`config.mk`:
```
export PLATFORM = sky130hd
export DESIGN_NAME = small_matrix_multiply
export DESIGN_NICKNAME = d
export VERILOG_FILES = /design/src/sv/smm_pkg.sv /design/src/sv/smm_ctrl.sv /design/src/sv/smm_datapath.sv /design/src/sv/small_matrix_multiply.sv
export SDC_FILE = /design/constraint.sdc
export NUM_CORES = 1
export LEC_CHECK = 0
export ABC_CLOCK_PERIOD_IN_PS = 10120
export BUFFER_PORTS_ARGS = -buffer_cell sky130_fd_sc_hd__clkbuf_2
export CAP_MARGIN = 20
export CORE_MARGIN = 2
export CORE_UTILIZATION = 50
export CTS_CLUSTER_DIAMETER = 100
export DETAILED_ROUTE_END_ITERATION = 7
export GPL_ROUTABILITY_DRIVEN = 1
export PLACE_DENSITY_LB_ADDON = 0.08
export SETUP_SLACK_MARGIN = 0.1
export SLEW_MARGIN = 30
export SYNTH_ARGS = -nofsm -noshare
export SYNTH_HDL_FRONTEND = slang
export SYNTH_HIERARCHICAL = 1
export SYNTH_SLANG_ARGS = --single-unit
```
`constraint.sdc`:
```
create_clock -name clk -period 10.12 [get_ports clk]
set_input_delay 1.012 -clock clk [delete_from_list [all_inputs] [get_ports clk]]
set_output_delay 1.012 -clock clk [all_outputs]
set_load 0.005 [all_outputs]
```
`src/sv/smm_pkg.sv`:
```
// Shared constants, command/status types and helpers for the small matrix multiplier.
package smm_pkg;

    // Matrix geometry
    localparam int MAX_SIZE     = 4;
    localparam int ELEMENT_BITS = 16;
    localparam int IDX_BITS     = $clog2(MAX_SIZE);
    localparam int SIZE_BITS    = $clog2(MAX_SIZE + 1);
    localparam int STORE_DEPTH  = MAX_SIZE * MAX_SIZE;
    localparam int ADDR_BITS    = $clog2(STORE_DEPTH);
    localparam int CFG_BITS     = 3;

    // Arithmetic and result fields
    localparam int PROD_BITS    = 2 * ELEMENT_BITS;
    localparam int SUM_BITS     = 34;
    localparam int ROW_BITS     = 2;
    localparam int COL_BITS     = 2;

    // Stream widths, padded to whole bytes
    localparam int S_DATA_BITS  = ((ELEMENT_BITS + 7) / 8) * 8;
    localparam int M_FIELD_BITS = SUM_BITS + ROW_BITS + COL_BITS;
    localparam int M_DATA_BITS  = ((M_FIELD_BITS + 7) / 8) * 8;
    localparam int M_PAD_BITS   = M_DATA_BITS - M_FIELD_BITS;

    // Result queue
    localparam int OUT_DEPTH    = 4;
    localparam int OUT_PTR_BITS = $clog2(OUT_DEPTH);
    localparam int OUT_CNT_BITS = $clog2(OUT_DEPTH + 1);

    // Commands from the controller to the datapath
    typedef struct packed {
        logic                 wr_en;
        logic                 wr_right;
        logic [ADDR_BITS-1:0] wr_addr;
        logic                 rd_en;
        logic [ADDR_BITS-1:0] rd_left_addr;
        logic [ADDR_BITS-1:0] rd_right_addr;
        logic                 first;
        logic                 last;
        logic [ROW_BITS-1:0]  row;
        logic [COL_BITS-1:0]  col;
        logic                 final_elem;
    } cmd_t;

    // Tag that travels with one term through the MAC pipeline
    typedef struct packed {
        logic                first;
        logic                last;
        logic [ROW_BITS-1:0] row;
        logic [COL_BITS-1:0] col;
        logic                final_elem;
    } tag_t;

    // Status from the datapath to the controller
    typedef struct packed {
        logic out_pop;
    } stat_t;

    // Clamp the configured size into the supported range
    function automatic logic [SIZE_BITS-1:0] clamp_size(input logic [CFG_BITS-1:0] v);
        logic [SIZE_BITS-1:0] n;
        if (int'(v) < 2)
        begin
            n = SIZE_BITS'(2);
        end
        else if (int'(v) > MAX_SIZE)
        begin
            n = SIZE_BITS'(MAX_SIZE);
        end
        else
        begin
            n = SIZE_BITS'(v);
        end
        return n;
    endfunction

    // Store address of element (row, col)
    function automatic logic [ADDR_BITS-1:0] elem_addr(input logic [IDX_BITS-1:0] row,
                                                       input logic [IDX_BITS-1:0] col);
        return ADDR_BITS'(int'(row) * MAX_SIZE + int'(col));
    endfunction

endpackage

```
`src/sv/smm_ctrl.sv`:
```
// Controller: load sequencing, product element scheduling and result credit tracking.
module smm_ctrl (
    input  logic                         clk,
    input  logic                         rst_n,
    input  logic                         cfg_we,
    input  logic [smm_pkg::CFG_BITS-1:0] cfg_wdata,
    input  logic                         s_tvalid,
    output logic                         s_tready,
    input  smm_pkg::stat_t               stat,
    output smm_pkg::cmd_t                cmd
);

    localparam logic ST_LOAD = 1'b0;
    localparam logic ST_CALC = 1'b1;

    logic                             state_reg,    state_next;
    logic [smm_pkg::CFG_BITS-1:0]     size_reg,     size_next;
    logic [smm_pkg::IDX_BITS-1:0]     ld_row_reg,   ld_row_next;
    logic [smm_pkg::IDX_BITS-1:0]     ld_col_reg,   ld_col_next;
    logic                             ld_right_reg, ld_right_next;
    logic [smm_pkg::IDX_BITS-1:0]     cr_reg,       cr_next;
    logic [smm_pkg::IDX_BITS-1:0]     cc_reg,       cc_next;
    logic [smm_pkg::IDX_BITS-1:0]     ck_reg,       ck_next;
    logic [smm_pkg::OUT_CNT_BITS-1:0] credit_reg,   credit_next;

    logic [smm_pkg::SIZE_BITS-1:0]    n;
    logic [smm_pkg::IDX_BITS-1:0]     last_idx;
    logic                             accept;
    logic                             start_ok;
    logic                             issue;
    logic                             start;

    // Effective size and handshake decode
    always_comb
    begin
        n        = smm_pkg::clamp_size(size_reg);
        last_idx = smm_pkg::IDX_BITS'(n - smm_pkg::SIZE_BITS'(1));
        accept   = s_tvalid && (state_reg == ST_LOAD);
        start_ok = credit_reg < smm_pkg::OUT_CNT_BITS'(smm_pkg::OUT_DEPTH);
        issue    = (state_reg == ST_CALC) && ((ck_reg != '0) || start_ok);
        start    = issue && (ck_reg == '0);
    end

    assign s_tready = (state_reg == ST_LOAD);

    // Sequence loads and product terms
    always_comb
    begin
        state_next    = state_reg;
        size_next     = size_reg;
        ld_row_next   = ld_row_reg;
        ld_col_next   = ld_col_reg;
        ld_right_next = ld_right_reg;
        cr_next       = cr_reg;
        cc_next       = cc_reg;
        ck_next       = ck_reg;

        if (cfg_we)
        begin
            // Drop any partial load
            size_next     = cfg_wdata;
            ld_row_next   = '0;
            ld_col_next   = '0;
            ld_right_next = 1'b0;
            state_next    = ST_LOAD;
        end
        else
        begin
            case (state_reg)
                ST_LOAD:
                begin
                    if (accept)
                    begin
                        if (ld_col_reg == last_idx)
                        begin
                            ld_col_next = '0;
                            if (ld_row_reg == last_idx)
                            begin
                                ld_row_next = '0;
                                if (ld_right_reg)
                                begin
                                    ld_right_next = 1'b0;
                                    cr_next       = '0;
                                    cc_next       = '0;
                                    ck_next       = '0;
                                    state_next    = ST_CALC;
                                end
                                else
                                begin
                                    ld_right_next = 1'b1;
                                end
                            end
                            else
                            begin
                                ld_row_next = ld_row_reg + 1'b1;
                            end
                        end
                        else
                        begin
                            ld_col_next = ld_col_reg + 1'b1;
                        end
                    end
                end
                ST_CALC:
                begin
                    if (issue)
                    begin
                        if (ck_reg == last_idx)
                        begin
                            ck_next = '0;
                            if (cc_reg == last_idx)
                            begin
                                cc_next = '0;
                                if (cr_reg == last_idx)
                                begin
                                    cr_next    = '0;
                                    state_next = ST_LOAD;
                                end
                                else
                                begin
                                    cr_next = cr_reg + 1'b1;
                                end
                            end
                            else
                            begin
                                cc_next = cc_reg + 1'b1;
                            end
                        end
                        else
                        begin
                            ck_next = ck_reg + 1'b1;
                        end
                    end
                end
                default:
                begin
                    state_next = ST_LOAD;
                end
            endcase
        end
    end

    // Count product elements started but not yet taken downstream
    always_comb
    begin
        credit_next = credit_reg;
        if (start && !stat.out_pop)
        begin
            credit_next = credit_reg + 1'b1;
        end
        else if (!start && stat.out_pop)
        begin
            credit_next = credit_reg - 1'b1;
        end
    end

    // Drive datapath commands
    always_comb
    begin
        cmd.wr_en         = accept;
        cmd.wr_right      = ld_right_reg;
        cmd.wr_addr       = smm_pkg::elem_addr(ld_row_reg, ld_col_reg);
        cmd.rd_en         = issue;
        cmd.rd_left_addr  = smm_pkg::elem_addr(cr_reg, ck_reg);
        cmd.rd_right_addr = smm_pkg::elem_addr(ck_reg, cc_reg);
        cmd.first         = (ck_reg == '0);
        cmd.last          = (ck_reg == last_idx);
        cmd.row           = smm_pkg::ROW_BITS'(cr_reg);
        cmd.col           = smm_pkg::COL_BITS'(cc_reg);
        cmd.final_elem    = (cr_reg == last_idx) && (cc_reg == last_idx);
    end

    // Hold control state
    always_ff @(posedge clk or negedge rst_n)
    begin
        if (!rst_n)
        begin
            state_reg    <= ST_LOAD;
            size_reg     <= smm_pkg::CFG_BITS'(4);
            ld_row_reg   <= '0;
            ld_col_reg   <= '0;
            ld_right_reg <= 1'b0;
            cr_reg       <= '0;
            cc_reg       <= '0;
            ck_reg       <= '0;
            credit_reg   <= '0;
        end
        else
        begin
            state_reg    <= state_next;
            size_reg     <= size_next;
            ld_row_reg   <= ld_row_next;
            ld_col_reg   <= ld_col_next;
            ld_right_reg <= ld_right_next;
            cr_reg       <= cr_next;
            cc_reg       <= cc_next;
            ck_reg       <= ck_next;
            credit_reg   <= credit_next;
        end
    end

endmodule

```
`src/sv/smm_datapath.sv`:
```
// Datapath: element stores, multiply-accumulate pipeline and result queue.
module smm_datapath (
    input  logic                            clk,
    input  logic                            rst_n,
    input  smm_pkg::cmd_t                   cmd,
    input  logic [smm_pkg::S_DATA_BITS-1:0] s_tdata,
    output smm_pkg::stat_t                  stat,
    output logic                            m_tvalid,
    input  logic                            m_tready,
    output logic [smm_pkg::M_DATA_BITS-1:0] m_tdata,
    output logic                            m_tlast
);

    logic [smm_pkg::ELEMENT_BITS-1:0] left_mem  [smm_pkg::STORE_DEPTH];
    logic [smm_pkg::ELEMENT_BITS-1:0] right_mem [smm_pkg::STORE_DEPTH];

    logic signed [smm_pkg::ELEMENT_BITS-1:0] a_reg;
    logic signed [smm_pkg::ELEMENT_BITS-1:0] b_reg;
    logic signed [smm_pkg::PROD_BITS-1:0]    prod_reg;
    logic signed [smm_pkg::SUM_BITS-1:0]     acc_reg;
    logic signed [smm_pkg::SUM_BITS-1:0]     acc_next;

    logic            v1_reg, v2_reg;
    smm_pkg::tag_t   tag1_reg, tag2_reg;
    smm_pkg::tag_t   tag_in;

    logic [smm_pkg::SUM_BITS-1:0] q_sum  [smm_pkg::OUT_DEPTH];
    logic [smm_pkg::ROW_BITS-1:0] q_row  [smm_pkg::OUT_DEPTH];
    logic [smm_pkg::COL_BITS-1:0] q_col  [smm_pkg::OUT_DEPTH];
    logic                         q_last [smm_pkg::OUT_DEPTH];

    logic [smm_pkg::OUT_PTR_BITS-1:0] wr_ptr_reg, wr_ptr_next;
    logic [smm_pkg::OUT_PTR_BITS-1:0] rd_ptr_reg, rd_ptr_next;
    logic [smm_pkg::OUT_CNT_BITS-1:0] cnt_reg,    cnt_next;
    logic                             push;
    logic                             pop;

    // Tag of the term being issued
    always_comb
    begin
        tag_in.first      = cmd.first;
        tag_in.last       = cmd.last;
        tag_in.row        = cmd.row;
        tag_in.col        = cmd.col;
        tag_in.final_elem = cmd.final_elem;
    end

    // Write loaded elements and read operand pairs
    always_ff @(posedge clk)
    begin
        if (cmd.wr_en && !cmd.wr_right)
        begin
            left_mem[cmd.wr_addr] <= s_tdata[smm_pkg::ELEMENT_BITS-1:0];
        end
        if (cmd.wr_en && cmd.wr_right)
        begin
            right_mem[cmd.wr_addr] <= s_tdata[smm_pkg::ELEMENT_BITS-1:0];
        end
        if (cmd.rd_en)
        begin
            a_reg <= left_mem[cmd.rd_left_addr];
            b_reg <= right_mem[cmd.rd_right_addr];
        end
    end

    // Multiply, then accumulate terms of one product element
    always_comb
    begin
        if (tag2_reg.first)
        begin
            acc_next = smm_pkg::SUM_BITS'(prod_reg);
        end
        else
        begin
            acc_next = acc_reg + smm_pkg::SUM_BITS'(prod_reg);
        end
    end

    always_ff @(posedge clk)
    begin
        tag1_reg <= tag_in;
        tag2_reg <= tag1_reg;
        if (v1_reg)
        begin
            prod_reg <= a_reg * b_reg;
        end
        if (v2_reg)
        begin
            acc_reg <= acc_next;
        end
    end

    // Advance pipeline valid bits
    always_ff @(posedge clk or negedge rst_n)
    begin
        if (!rst_n)
        begin
            v1_reg <= 1'b0;
            v2_reg <= 1'b0;
        end
        else
        begin
            v1_reg <= cmd.rd_en;
            v2_reg <= v1_reg;
        end
    end

    // Result queue
    assign push = v2_reg && tag2_reg.last;
    assign pop  = (cnt_reg != '0) && m_tready;

    always_comb
    begin
        wr_ptr_next = wr_ptr_reg;
        rd_ptr_next = rd_ptr_reg;
        cnt_next    = cnt_reg;
        if (push)
        begin
            wr_ptr_next = wr_ptr_reg + 1'b1;
        end
        if (pop)
        begin
            rd_ptr_next = rd_ptr_reg + 1'b1;
        end
        if (push && !pop)
        begin
            cnt_next = cnt_reg + 1'b1;
        end
        else if (!push && pop)
        begin
            cnt_next = cnt_reg - 1'b1;
        end
    end

    always_ff @(posedge clk)
    begin
        if (push)
        begin
            q_sum[wr_ptr_reg]  <= acc_next;
            q_row[wr_ptr_reg]  <= tag2_reg.row;
            q_col[wr_ptr_reg]  <= tag2_reg.col;
            q_last[wr_ptr_reg] <= tag2_reg.final_elem;
        end
    end

    always_ff @(posedge clk or negedge rst_n)
    begin
        if (!rst_n)
        begin
            wr_ptr_reg <= '0;
            rd_ptr_reg <= '0;
            cnt_reg    <= '0;
        end
        else
        begin
            wr_ptr_reg <= wr_ptr_next;
            rd_ptr_reg <= rd_ptr_next;
            cnt_reg    <= cnt_next;
        end
    end

    // Present the queue head
    assign m_tvalid     = (cnt_reg != '0);
    assign m_tdata      = {{smm_pkg::M_PAD_BITS{1'b0}}, q_col[rd_ptr_reg],
                           q_row[rd_ptr_reg], q_sum[rd_ptr_reg]};
    assign m_tlast      = q_last[rd_ptr_reg];
    assign stat.out_pop = pop;

endmodule

```
`src/sv/small_matrix_multiply.sv`:
```
// Top level of the small square matrix multiplier.
//
// Usage: write cfg_wdata with cfg_we high to set the size n (2, 3 or 4; values
// below 2 act as 2, above 4 as 4); this also drops any partial load. Then send
// n*n left elements in row-major order followed by n*n right elements on the
// s_ stream, one transaction each, signed Q8.8. s_tready stays high throughout
// loading. After the last right element the n*n product elements leave on the
// m_ stream in row-major order as exact signed Q18.16 sums, with row and
// column, and m_tlast marks the final one.
// One shared multiply-accumulate unit takes one term per cycle while the result
// queue has room for another product element, and each result sums n terms.
// The next load may start as soon as the last term has been read from the
// stores, while results still drain from a four-entry result queue.
// When the receiver stalls the queue fills and term issue pauses; nothing is
// lost. Reset sets n to 4, empties the queue and clears the load position;
// the element stores are not cleared and need no clearing pass.
module small_matrix_multiply (
    input  logic                            clk,
    input  logic                            rst_n,
    input  logic                            cfg_we,
    input  logic [smm_pkg::CFG_BITS-1:0]    cfg_wdata,
    input  logic                            s_tvalid,
    output logic                            s_tready,
    input  logic [smm_pkg::S_DATA_BITS-1:0] s_tdata,   // [15:0] element_value
    output logic                            m_tvalid,
    input  logic                            m_tready,
    output logic [smm_pkg::M_DATA_BITS-1:0] m_tdata,   // [33:0] product_value,
                                                       // [35:34] out_row,
                                                       // [37:36] out_col
    output logic                            m_tlast    // last_flag
);

    smm_pkg::cmd_t  cmd;
    smm_pkg::stat_t stat;

    smm_ctrl u_ctrl (
        .clk       (clk),
        .rst_n     (rst_n),
        .cfg_we    (cfg_we),
        .cfg_wdata (cfg_wdata),
        .s_tvalid  (s_tvalid),
        .s_tready  (s_tready),
        .stat      (stat),
        .cmd       (cmd)
    );

    smm_datapath u_datapath (
        .clk      (clk),
        .rst_n    (rst_n),
        .cmd      (cmd),
        .s_tdata  (s_tdata),
        .stat     (stat),
        .m_tvalid (m_tvalid),
        .m_tready (m_tready),
        .m_tdata  (m_tdata),
        .m_tlast  (m_tlast)
    );

endmodule
```
==> qor.yml <==
reg_top3: "u_datapath/left_mem (256), u_datapath/right_mem (256), u_datapath/q_sum (136)"
numPortBuffers: 64
core_area_um2: 82100
reg2regPathDepth: 20
tns_ps: 0
min_period_ps: 6670
cap_violations: 0
cts_tree: "done"
crit_required_ps: 10480
min_from: "u_datapath/tag1_reg[1]"
rows: 105
first_global_vias: 23200
drcViolationCount: 0
fin_util_pct: 56.0
reg2reg_slack_ps: 3450
insertedDiodeCount: 0
syn_inst: 2593
area_growth_pct: 10.8
clk_pin_slew_worst_paths_ps: 60
cp_max_fo: 16
numClockSinks: 807
rsz0062_at_grt: "no"
fin_cells: 3832
cp.arrival_ps: 7030
ys_seq_area_share_pct: 57.7
cts_resized: 0
overflow: 0
fmax_ghz: 0.150
ys_warn_count: 6
vias: 21400
peakVddDrop_mv: 0.162
preCtsSetupSlack_ps: 3400
final_cell_mix: "766 x edfxtp_1, 306 x inv_1, 265 x fa_1"
first_pass_iters: 7
num_io_pins: 67
synth_edf_count: 766
synth_cell_type_count: 73
setup_viol: 0
fin_worst_skew_ps: 49.9
cts_root_buffer: "clkbuf_16"
wl_per_cell_um: 22.8
clk_latency_ps: 650
vias_per_cell: 5.58
hold_class: "flop to flop"
track_usage_pct: 21.2
initial_core_util_pct: 50.5
placed_cells: 3673
num-nets-final: 3102
cts_setup_buffers: 0
grt_start_max_net_pins: 63
drt-initial-drc-count: 1323
hpwl_mm: 58.8
postCtsHoldBufs: 0
die_area_um2: 85300
hold_viol: 0
h-tree-depth: 3
synth_ff_type: "edfxtp_1"
whs_path_depth: 0
ys_async_sr_fraction_pct: 3.35
reg2reg_from: "u_datapath/a_reg[10]"
ys_ff_latch: 807
status: "finished, final reports clean"
fp.dieW_um: 292
synth.avg_cell_area_um2: 16.0
fin_ws_ps: 3450
antenna_found_initial: 3
finalCritPeriodShare_pct: 65.9
r2r_end: "u_datapath/prod_reg[31]"
ant_nets: 0
layout_commonest_cell: "edfxtp_1"
clk_path_buf_depth: 3
syn_area_um2: 41500
leakage_nw: 17.0
grt_pass1_wl_mm: 137
layout-drive-gt1-share_pct: 17.7
hold_end: "u_datapath/tag2_reg[1]"
slew_headroom_pct: 41.2
fp.dieH_um: 292
place_congestion: 0.912
powerDensity_nw_per_um2: 161
routed_wl_mm: 87.4
cp-end-kind: "flop"
maxSlewViolCount: 0
cp-start-kind: "flop"
cts-buffers-inserted: 86
worst_pin_slew_ps: 873
worstSetupPathType: "flop to flop"
## kinds of logic (layout without fill, tap and decap cells)
group	Yosys count	in the layout	share of synthesized area, %
adder cells (fa/ha/maj)	387	387	16.5
other	1	2	0.00904
AO/OA/AOI/OAI	225	225	3.57
multiplexers	212	212	11.2
XOR/XNOR	75	75	1.58
flip-flops	807	807	57.7
AND/OR/NAND/NOR	474	474	5.63
buffers and inverters	412	580	3.84
## layout make-up
type,count,area (um^2)
Multi-Input combinational cell,1375,16000
Inverter,307,1150
Clock inverter,54,552
Timing Repair Buffer,114,699
Clock buffer,105,2240
Sequential cell,807,24000
Tap cell,1070,1340
Fill cell,6437,36100
## synthesized netlist by cell type, types with 4 or more instances
cell type | instances | area [um^2]
a211oi_1 | 8 | 60.1
a21o_1 | 30 | 225
a21oi_1 | 58 | 290
a31oi_1 | 5 | 31.3
and2_1 | 130 | 813
and3_1 | 11 | 68.8
buf_1 | 25 | 93.8
buf_4 | 12 | 90.1
clkbuf_1 | 67 | 251
dfrtp_1 | 26 | 651
dfxtp_1 | 14 | 280
edfxtp_1 | 766 | 23000
fa_1 | 265 | 5310
ha_1 | 122 | 1530
inv_1 | 306 | 1150
mux2_2 | 9 | 101
mux4_2 | 199 | 4480
nand2_1 | 176 | 661
nand2b_1 | 20 | 125
nand3_1 | 21 | 105
nand4_1 | 6 | 37.5
nor2_1 | 72 | 270
nor2b_1 | 10 | 62.6
nor3_1 | 13 | 65.1
o211ai_1 | 9 | 67.6
o21a_1 | 4 | 30.0
o21ai_0 | 52 | 260
o21bai_1 | 11 | 82.6
o22ai_1 | 4 | 25.0
xnor2_1 | 47 | 412
xor2_1 | 28 | 245
## how the worst max path moves through the flow
stage | startpoint | to | depth (start not counted) | slack [ps]
6_report | u_datapath/a_reg[10] | u_datapath/prod_reg[31] | 20 | 3450
5_1_grt | u_datapath/b_reg[7] | u_datapath/prod_reg[31] | 23 | 3070
4_1_cts | u_datapath/a_reg[10] | u_datapath/prod_reg[31] | 20 | 3420
3_5_place_dp | u_datapath/a_reg[13] | u_datapath/prod_reg[31] | 20 | 3400
3_3_place_gp | u_datapath/a_reg[13] | u_datapath/prod_reg[31] | 21 | 3550
2_1_floorplan | u_datapath/b_reg[7] | u_datapath/prod_reg[31] | 24 | 4070
## per-stage QoR
stage | area, um^2 | power (W) | hold WS, ps
floorplan | 41500 | 0.00418 | 310
global placement | 43200 | 0.00440 | 312
detailed placement | 43200 | 0.00441 | 314
CTS | 46000 | 0.00748 | 326
global route | 46000 | 0.00766 | 331
finish | 46000 | 0.00738 | 326
## metal layers
| metal | vias up | global-route usage [%] | wire length [um] |
|---|---|---|---|
| li1 | 9570 | - | - |
| met1 | 11200 | 27.9 | 37200 |
| met2 | 415 | 37.1 | 44900 |
| met3 | 141 | 2.90 | 3240 |
| met4 | 6 | 5.86 | 2010 |
| met5 | - | 0 | 41 |
## power breakdown
part | switching, W | total, W | internal [W] | leakage (nW)
Clock | 0.00130 | 0.00306 | 0.00176 | 1.36
Combinational | 0.000285 | 0.000568 | 0.000284 | 8.35
Sequential | 0.0000534 | 0.00376 | 0.00370 | 7.30
Total | 0.00164 | 0.00738 | 0.00574 | 17.0
## critical path, cell delays in order (launching register included)
cell and delay [ps]:
edfxtp_1 810, nand2_1 180, fa_1 560, inv_1 50, fa_1 520, fa_1 580, fa_1 430, fa_1 500
inv_1 50, fa_1 470, inv_1 40, ha_1 360, and3_1 220, and3_1 200, nand4_1 110, o21ai_1 370
a21o_1 200, a21oi_2 100, o311ai_0 340, o211ai_1 160, xnor2_1 150
Power figures use the tool's default switching activity.
